`config.mk`:
```
export PLATFORM = sky130hd
export DESIGN_NAME = gwp_ctrl
export DESIGN_NICKNAME = d
export VERILOG_FILES = /design/src/gwp_pkg.sv /design/src/gwp_ctrl.sv
export SDC_FILE = /design/constraint.sdc
export NUM_CORES = 1
export LEC_CHECK = 0
export ABC_CLOCK_PERIOD_IN_PS = 2800
export BUFFER_PORTS_ARGS = -buffer_cell sky130_fd_sc_hd__buf_4
export CAP_MARGIN = 30
export CORE_AREA = 5 5 42 44
export DETAILED_ROUTE_END_ITERATION = 10
export DIE_AREA = 0 0 47 49
export SYNTH_ARGS = -nofsm -noshare
export SYNTH_HDL_FRONTEND = slang
export SYNTH_SLANG_ARGS = --single-unit
```
`constraint.sdc`:
```
create_clock -name clk -period 2.8 [get_ports clk]
set_input_delay 0.56 -clock clk [delete_from_list [all_inputs] [get_ports clk]]
set_output_delay 0.56 -clock clk [all_outputs]
set_load 0.02 [all_outputs]
```
`src/gwp_pkg.sv`:
```
// Package for the greedy weight partition block.
// Field widths, register map, controller states and the command/status structs.
// No dependencies.
package gwp_pkg;

	localparam int WEIGHT_W = 32;
	localparam int PIDX_W   = 4;
	localparam int POS_W    = 11;
	localparam int PW_W     = 42;
	localparam int PC_W     = 5;
	localparam int APB_AW   = 3;
	localparam int APB_DW   = 32;

	localparam logic [PC_W-1:0] PC_RESET = PC_W'(2);
	localparam logic [PC_W-1:0] PC_MIN   = PC_W'(2);
	localparam logic [PC_W-1:0] PC_LIMIT = PC_W'(16);

	// register index, taken from paddr[2]
	localparam logic REG_PARTS_COUNT = 1'b0;

	typedef enum logic [2:0] {
		ST_LOAD,
		ST_READ,
		ST_ADD,
		ST_MUL1,
		ST_CMP1,
		ST_MUL2,
		ST_CMP2,
		ST_FINAL
	} state_t;

	typedef struct packed {
		logic load;
		logic start;
		logic rd;
		logic add;
		logic mul1;
		logic mul2;
		logic step;
		logic cut;
		logic fin;
	} dp_cmd_t;

	typedef struct packed {
		logic scan_done;
		logic cut_hit;
	} dp_status_t;

endpackage

```
`src/gwp_ctrl.sv`:
```
// Controller FSM: load handshake, scan sequencing, result valid flag.
// Depends on gwp_pkg; drives gwp_dp through dp_cmd_t.
module gwp_ctrl (
	input  logic                clk,
	input  logic                arst_n,
	input  logic                in_valid,
	input  logic                in_last,
	output logic                in_ready,
	input  logic                out_ready,
	output logic                out_valid,
	input  gwp_pkg::dp_status_t status,
	output gwp_pkg::dp_cmd_t    cmd
);
	import gwp_pkg::*;

	state_t state_q, state_d;
	logic   out_valid_q;
	logic   out_free;

	assign out_free  = !out_valid_q || out_ready;
	assign out_valid = out_valid_q;

	always_ff @(posedge clk or negedge arst_n) begin
		if (!arst_n) begin
			state_q     <= ST_LOAD;
			out_valid_q <= 1'b0;
		end else begin
			state_q <= state_d;
			if (cmd.cut || cmd.fin)
				out_valid_q <= 1'b1;
			else if (out_ready)
				out_valid_q <= 1'b0;
		end
	end

	always_comb begin
		state_d  = state_q;
		cmd      = '0;
		in_ready = 1'b0;
		unique case (state_q)
			ST_LOAD: begin
				in_ready = 1'b1;
				if (in_valid) begin
					cmd.load = 1'b1;
					if (in_last) begin
						cmd.start = 1'b1;
						state_d   = ST_READ;
					end
				end
			end
			ST_READ: begin
				if (status.scan_done) begin
					state_d = ST_FINAL;
				end else begin
					cmd.rd  = 1'b1;
					state_d = ST_ADD;
				end
			end
			ST_ADD: begin
				cmd.add = 1'b1;
				state_d = ST_MUL1;
			end
			ST_MUL1: begin
				cmd.mul1 = 1'b1;
				state_d  = ST_CMP1;
			end
			ST_CMP1: begin
				if (status.cut_hit) begin
					state_d = ST_MUL2;
				end else begin
					cmd.step = 1'b1;
					state_d  = ST_READ;
				end
			end
			ST_MUL2: begin
				cmd.mul2 = 1'b1;
				state_d  = ST_CMP2;
			end
			ST_CMP2: begin
				if (out_free) begin
					cmd.cut = 1'b1;
					state_d = ST_READ;
				end
			end
			ST_FINAL: begin
				if (out_free) begin
					cmd.fin = 1'b1;
					state_d = ST_LOAD;
				end
			end
			default: state_d = ST_LOAD;
		endcase
	end

	a_emit_free: assert property (@(posedge clk) disable iff (!arst_n)
		(cmd.cut || cmd.fin) |-> out_free)
		else $error("result emitted over an untaken result");

	a_cmp2_order: assert property (@(posedge clk) disable iff (!arst_n)
		(state_q == ST_CMP2) |-> ($past(state_q) == ST_MUL2 || $past(state_q) == ST_CMP2))
		else $error("cut decision without second product");

	a_valid_src: assert property (@(posedge clk) disable iff (!arst_n)
		$rose(out_valid_q) |-> ($past(state_q) == ST_CMP2 || $past(state_q) == ST_FINAL))
		else $error("result valid raised outside an emit state");

endmodule

```
# After elaboration in Yosys (flattened, before gate mapping)

Cells that the tools add are included.

Output and inout port bits: 11
Register bits: 4
Word-level logic and storage cells: 42
Input bits: 7

Muxes and demuxes: 23
Reduce and logical (&&, ||, !) cells: 6
Equal/unequal tests: 11

Operators by type and width:

| kind               | number |
|---|---|
| $pmux 3 s8         | 1 |
| $mux 3             | 6 |
| $mux 1             | 14 |
| $eq 3x3->1 const B | 4 |
| $ne 2x2->1 const B | 4 |
| $eq 3x2->1 const B | 2 |
| $mux 2             | 2 |
| $reduce_and 4->1   | 1 |
| $eq 3x1->1 const B | 1 |
| $logic_not 3->1    | 1 |
| $logic_or 1x1->1   | 2 |
| $reduce_bool 2->1  | 1 |
| $logic_not 1->1    | 1 |

# Logic depth before layout (Yosys ltp)

Gate-level depths: netlist of the first run.

Depth after elaboration: 6
Gate-level depth with buffers: 4
Depth with buffers taken out: 3

# Worst setup path after synthesis of the first run

No wires, ideal clock.

Path type: register to output
Start: reg state_q[2]
End: out cmd[7] (netlist name)
Required time: 2.240 ns
Setup slack: 1.081 ns
Path buffers: 1
Stages on the path, launching flop included: 4
Arrival: 1.159 ns
Cells stage by stage: dfrtp_1 -> buf_4 -> nor3_2 -> and3_1

RTL lines:

| what                     | line           | text |
|---|---|---|
| start: declaration       | gwp_ctrl.sv:16 | `state_t state_q, state_d;` |
| start signal: assignment | gwp_ctrl.sv:28 | `state_q <= state_d;` |
| end: declaration         | gwp_ctrl.sv:12 | `output gwp_pkg::dp_cmd_t cmd` |

==> reports/qor.csv, run 1 <==
metric;value;unit
status;finished, final reports clean;
crit_path_end_kind;primary output;
syn_to_final_growth;44.4;%
fp-row-count;14;
worst_pin_slew;428;ps
grt_pass1_wl;1.27;mm
cts_root_buf;clkbuf_4;
rrSetupSlack;1690;ps
period_share;68.2;%
clock_latency;230;ps
slew_viol_final;0;
cp.arrival;1350;ps
cts_tree;built;
maxSlewHeadroom;71.4;%
dp_cells;66;
cts_buffers;3;
gr-total-overflow;0;
netlist_instances;36;
postSynthAreaPerCell;9.00;sq um
cts_hold_buf;0;
start_util;23.1;%
num_vias;309;
cp.depth;4;
cts_resized;0;
cpLargestDelayFamily;flip-flops;
drc;0;
wl_per_cell;11.0;um
setup_violations;0;
m1WireLength;302;um
synthTopCellsByCount;nor2_1 (5), dfrtp_1 (4), nand2_1 (4);
seq_area_frac_synth;30.9;%
io_pins;18;
power.density;1170;mW/mm^2
rsz0062_at_grt;no;
portBuffers;17;
synthArstFlopShare;100;%
hold_class;in2async;
drt_iter0_drc;0;
yosys.area.top_type;dfrtp_1;
syn_nets;43;
antenna_found_initial;0;
dp_hpwl;605;um
fin_skew;1.41;ps
fmaxAchievable;0.524;GHz
top_layer;met4;
r2r_end;state_q[0];
startpoint;state_q[1];
crit_end;cmd[0];
yosys.area.top_type_share;30.9;%
ys_seq_elements;4;
drtPass1Iterations;1;
ys_warn_count;0;
r2r-start;state_q[1];
p_leak;0.228;nW
fin_tns_setup;0;ps
synth.area.top_cells;dfrtp_1 (31%), nor4b_2 (9.3%), nor3_2 (6.2%), and2_1 (5.8%), nor2_1 (5.8%);
grtUsageTotal;7.90;%
ir_drop;0.515;mV
postCtsSetupBuffers;0;
cts.path.max_buffers;2;
hold_violations;0;
path_buf_inv;1;
cp_slowest_stage_delay;590;ps
grt_max_degree;12;
htreeDepth;1;
fin_crit;1910;ps
ant_nets;0;
cpMaxStageDelayCell;dfrtp_1;
die_w;47;um
place.gp.congestion;0.723;
reg2reg_depth;3;
required;2240;ps
netlist_area;324;sq um
stdcell_count;69;
viasPerCell;4.48;
critical_path_peak_fanout;11;
routed_wirelength;756;um
route.met3.wl;74;um
drive_gt1_share;50.9;%
finalNetCount;62;
critPathLaunchType;flip-flop;
clock-sinks;4;
synth.most_common_cell;nor2_1;
path_cells;nand2_4, nor2_2, and2_1, buf_4;
synth_flop_cell;dfrtp_1;
synth_enable_flop_cells;0;
worstSetupPathType;reg2out;
grt_pass1_vias;296;
die_area;0.00230;sq mm
dr_wl_met2;343;um
diodes;0;
coreArea;0.00140;sq mm
clkTransAtPathRegs;40;ps
ys_types;19;
cap_violations;0;
fp.dieH;49;um
==> final cells by class <==
cell class,count,area (sq um)
Clock buffer,3,22.5
Fill cell,162,933
Multi-Input combinational cell,29,198
Sequential cell,4,100
Tap cell,16,20.0
Timing Repair Buffer,17,128
==> metrics by stage <==
step | instance area [sq um] | utilization (%) | hold WS [ps] | setup WS (ps) | total power (W)
floorplan | 324 | - | 264 | 1080 | 0.000402
detailed placement | 445 | 31.8 | 359 | 957 | 0.000485
CTS | 468 | 33.4 | 109 | 879 | 0.000559
global placement | 445 | 31.8 | 357 | 972 | 0.000480
finish | 468 | 33.4 | 117 | 891 | 0.000548
global route | 468 | 33.4 | 101 | 774 | 0.000599
==> routing by layer <==
metal / global-route usage (%) / up-vias
met5: 0 / -
met4: 9.68 / 0
li1: - / 157
met2: 10.6 / 14
met3: 1.11 / 4
met1: 9.07 / 134
==> worst reg2reg max path, cell delays in order, from the launching register on <==
cell	delay [ps]
dfrtp_1	590
nor2_1	130
a2bb2oi_1	170
mux2i_1	90
==> layout by cell type, fill, tap and decap left out, types with 2 or more instances in the layout <==
cell type and count:
nor2_2 2, buf_4 17, nor2_1 5, clkbuf_4 3
nor4b_2 2, a21oi_1 2, nand2_1 4, nor3_2 2
dfrtp_1 4, and2_1 3
==> power by group <==
part / internal (W) / switching, W / total [W]
sequential: 0.0000880 / 0.0000860 / 0.000174
clock: 0.0000478 / 0.0000210 / 0.0000688
combinational: 0.000151 / 0.000154 / 0.000305
total: 0.000287 / 0.000261 / 0.000548
==> how the worst min path moves through the flow <==
stage / depth (start not counted) / endpoint / from / slack (ps)
floorplan: 0 / out_valid / arst_n / 260
global placement: 1 / out_valid / arst_n / 360
detailed placement: 1 / out_valid / arst_n / 360
CTS: 1 / out_valid / arst_n / 110
global route: 1 / out_valid / arst_n / 100
finish: 1 / out_valid / arst_n / 120
==> cells by family (layout without fill, tap and decap cells) <==
family,count (synthesis),after routing,synth area share (%)
multiplexers,1,1,3.09
AND/OR/NAND/NOR,23,23,46.7
AO/OA/AOI/OAI,5,5,11.2
buffers and inverters,3,20,8.11
flip-flops,4,4,30.9
==> sequential cells by signal (all words and copies together) (netlist names) <==
name,flops
out_valid,1
state_q,3
Note: power is estimated with default switching activity, not from simulation.
==> run 2, diff against run 1 <==
- ABC_AREA: not set -> 1
- ABC_CLOCK_PERIOD_IN_PS: 2800 -> 1900
- clock period: 2.8 -> 1.9 ns (I/O delays scaled with it)
==> run 2 against run 1 <==
Effect of this change: area after synthesis is 6.6% lower; worst hold slack better by 320 ps; largest power group unchanged; die area stayed put; sequential power is 12% higher; combinational power is 53% higher; sequential share of layout area is 0.34 points lower; highest routed layer is now met3.
==> reports/qor.csv, run 2 <==
metric;value;unit;change
routed_wirelength;808;um;was 756 um
fp-row-count;14;;unchanged
place.gp.congestion;0.751;;was 0.723
ys_warn_count;0;;unchanged
drtPass1Iterations;4;;was 1
gr-total-overflow;0;;unchanged
seq_area_frac_synth;33.1;%;was 30.9%
wl_per_cell;9.73;um;was 11.0 um
mostFrequentLayoutCells;buf_4 (17), nand2_1 (13), inv_1 (8), nor2_1 (6), nand3_1 (5);;was buf_4 (17), nor2_1 (5), nand2_1 (4), dfrtp_1 (4)
ys_seq_elements;4;;unchanged
ys_types;12;;was 19
status;finished, final reports clean;;unchanged
fin_tns_setup;0;ps;unchanged
post-route-util;33.9;%;was 33.4%
clkTransAtPathRegs;40;ps;about the same
dp_cells;79;;was 66
portBuffers;17;;unchanged
grtUsageTotal;8.47;%;was 7.90%
yosys.area.top_type;dfrtp_1;;unchanged
fp.dieH;49;um;unchanged
critPathLaunchType;flip-flop;;unchanged
fin_crit;1580;ps;
worstSetupPathType;reg2out;;unchanged
maxSlewHeadroom;81.7;%;was 71.4%
drive_gt1_share;38.8;%;was 50.9%
regMostFlops;state_q;;unchanged
setup_violations;0;;unchanged
drc;0;;unchanged
yosys.area.top_type_share;33.1;%;was 30.9%
coreArea;0.00140;sq mm;unchanged
clock_latency;230;ps;about the same
htreeDepth;1;;unchanged
synth.most_common_cell;nand2_1;;was nor2_1
rsz0062_at_grt;no;;unchanged
p_total;0.000764;W;was 0.000548 W
cts_resized;0;;unchanged
clock-sinks;4;;unchanged
stdcell_count;83;;was 69
worst_pin_slew;274;ps;was 428 ps
synth_enable_flop_cells;0;;unchanged
hold_class;in2reg;;was in2async
io_pins;18;;unchanged
grt_pass1_wl;1.33;mm;was 1.27 mm
die_area;0.00230;sq mm;unchanged
fill_cells;174;;was 162
postSynthAreaPerCell;6.44;sq um;was 9.00 sq um
whs;441;ps;was 117 ps
synth_flop_cell;dfrtp_1;;unchanged
syn_nets;54;;was 43
netlist_area;303;sq um;was 324 sq um
antenna_found_initial;0;;unchanged
diodes;0;;unchanged
synth.area.top_cells;dfrtp_1 (33%), nand2_1 (16%), inv_1 (9.9%), nand3_1 (8.3%), nor2_1 (7.4%);;was dfrtp_1 (31%), nor4b_2 (9.3%), nor3_2 (6.2%), and2_1 (5.8%), nor2_1 (5.8%)
critical_path_peak_fanout;9;;was 11
cap_violations;0;;unchanged
netlist_instances;47;;was 36
syn_to_final_growth;57.0;%;was 44.4%
num_vias;357;;was 309
grt_pass1_vias;336;;was 296
drt_iter0_drc;6;;was 0
die_w;47;um;unchanged
finalNetCount;76;;was 62
period_share;83.4;%;
start_util;21.6;%;was 23.1%
cts_buffers;3;;unchanged
p_leak;0.292;nW;was 0.228 nW
slew_viol_final;0;;unchanged
grt_max_degree;10;;was 12
fmaxAchievable;0.631;GHz;
power.density;1610;mW/mm^2;was 1170 mW/mm^2
dp_hpwl;679;um;was 605 um
crit_path_end_kind;primary output;;unchanged
cts.path.max_buffers;2;;unchanged
fin_skew;1.24;ps;was 1.41 ps
synthTopCellsByCount;nand2_1 (13), inv_1 (8), nor2_1 (6);;was nor2_1 (5), dfrtp_1 (4), nand2_1 (4)
largest_reg_flops;3;;unchanged
viasPerCell;4.30;;was 4.48
required;1520;ps;was 2240 ps
ant_nets;0;;unchanged
cts_root_buf;clkbuf_4;;unchanged
cp.arrival;1200;ps;was 1350 ps
mostFrequentLayoutCell;buf_4;;unchanged
cts_tree;built;;unchanged
synthArstFlopShare;100;%;unchanged
ir_drop;0.513;mV;was 0.515 mV
hold_violations;0;;unchanged
==> run 2: cell count changes in the layout (fill, tap and decap cells not counted), moves of 2 or more <==
cell	before	now
a21oi_1	2	0
and2_1	3	0
inv_1	0	8
inv_2	0	2
nand2_1	4	13
nand2_2	0	2
nand3_1	0	5
nand4_1	0	2
nor3_2	2	0
nor4b_2	2	0
==> run 2: cell type report <==
class | instances | area, sq um | area share, %
clock buffer | 3 | 22.5 | 4.74
inverter | 10 | 37.5 | 7.89
multi-input combinational | 32 | 158 | 33.2
sequential | 4 | 100 | 21.1
tap | 16 | 20.0 | 4.21
timing repair buffer | 18 | 138 | 28.9
==> run 2: kinds of logic after synthesis <==
logic type,Yosys count,share of synthesized area [%]
buffers and inverters,11,14.9
DFF,4,33.1
and+or+nand+nor,32,52.1
==> run 2: per-stage QoR <==
stage | setup WS [ps] | cell area, sq um
floorplan | 481 | 303
global placement | 558 | 443
detailed placement | 563 | 443
CTS | 305 | 475
global route | 190 | 475
finish | 316 | 475
==> run 2: worst paths after layout <==
kind	start	to	slack, ps	depth (start not counted)
max in group asynchronous	arst_n	out_valid	1310	2
setup / recovery	state_q[0]	cmd[7]	320	4
hold / removal	status[0]	state_q[2]	440	3
setup reg to reg	state_q[0]	state_q[0]	900	6
min in group asynchronous	arst_n	state_q[1]	480	2
hold reg to reg	state_q[1]	out_valid	610	2
==> run 2: critical path, stage by stage, from the launching register on <==
cell	delay (ps)
dfrtp_1	460
nor2_2	160
nand2_1	100
nor2_1	100
buf_4	150
==> run 2: what timing repair did <==
| item | CTS | global route |
|---|---|---|
| hold buffers | 1 | 0 |
| endpoints found under the setup margin | 0 | 0 |
| buffers inserted | 0 | 0 |
| hold endpoints to repair | 4 | 0 |
==> run 2: per-layer routing <==
metal | wire length (um) | part of all wire (%) | vias up | global-route usage, %
li1 | - | - | 183 | -
met1 | 331 | 41 | 160 | 9.53
met2 | 396 | 49 | 14 | 10.9
met3 | 79 | 9.8 | 0 | 4.06
met4 | 0 | 0 | 0 | 8.29
met5 | 0 | 0 | - | 0
==> run 2: power by group <==
part / internal (W) / switching, W / total [W]
Clock: 0.0000705 / 0.0000325 / 0.000103
Combinational: 0.000180 / 0.000286 / 0.000466
Sequential: 0.000129 / 0.0000664 / 0.000195
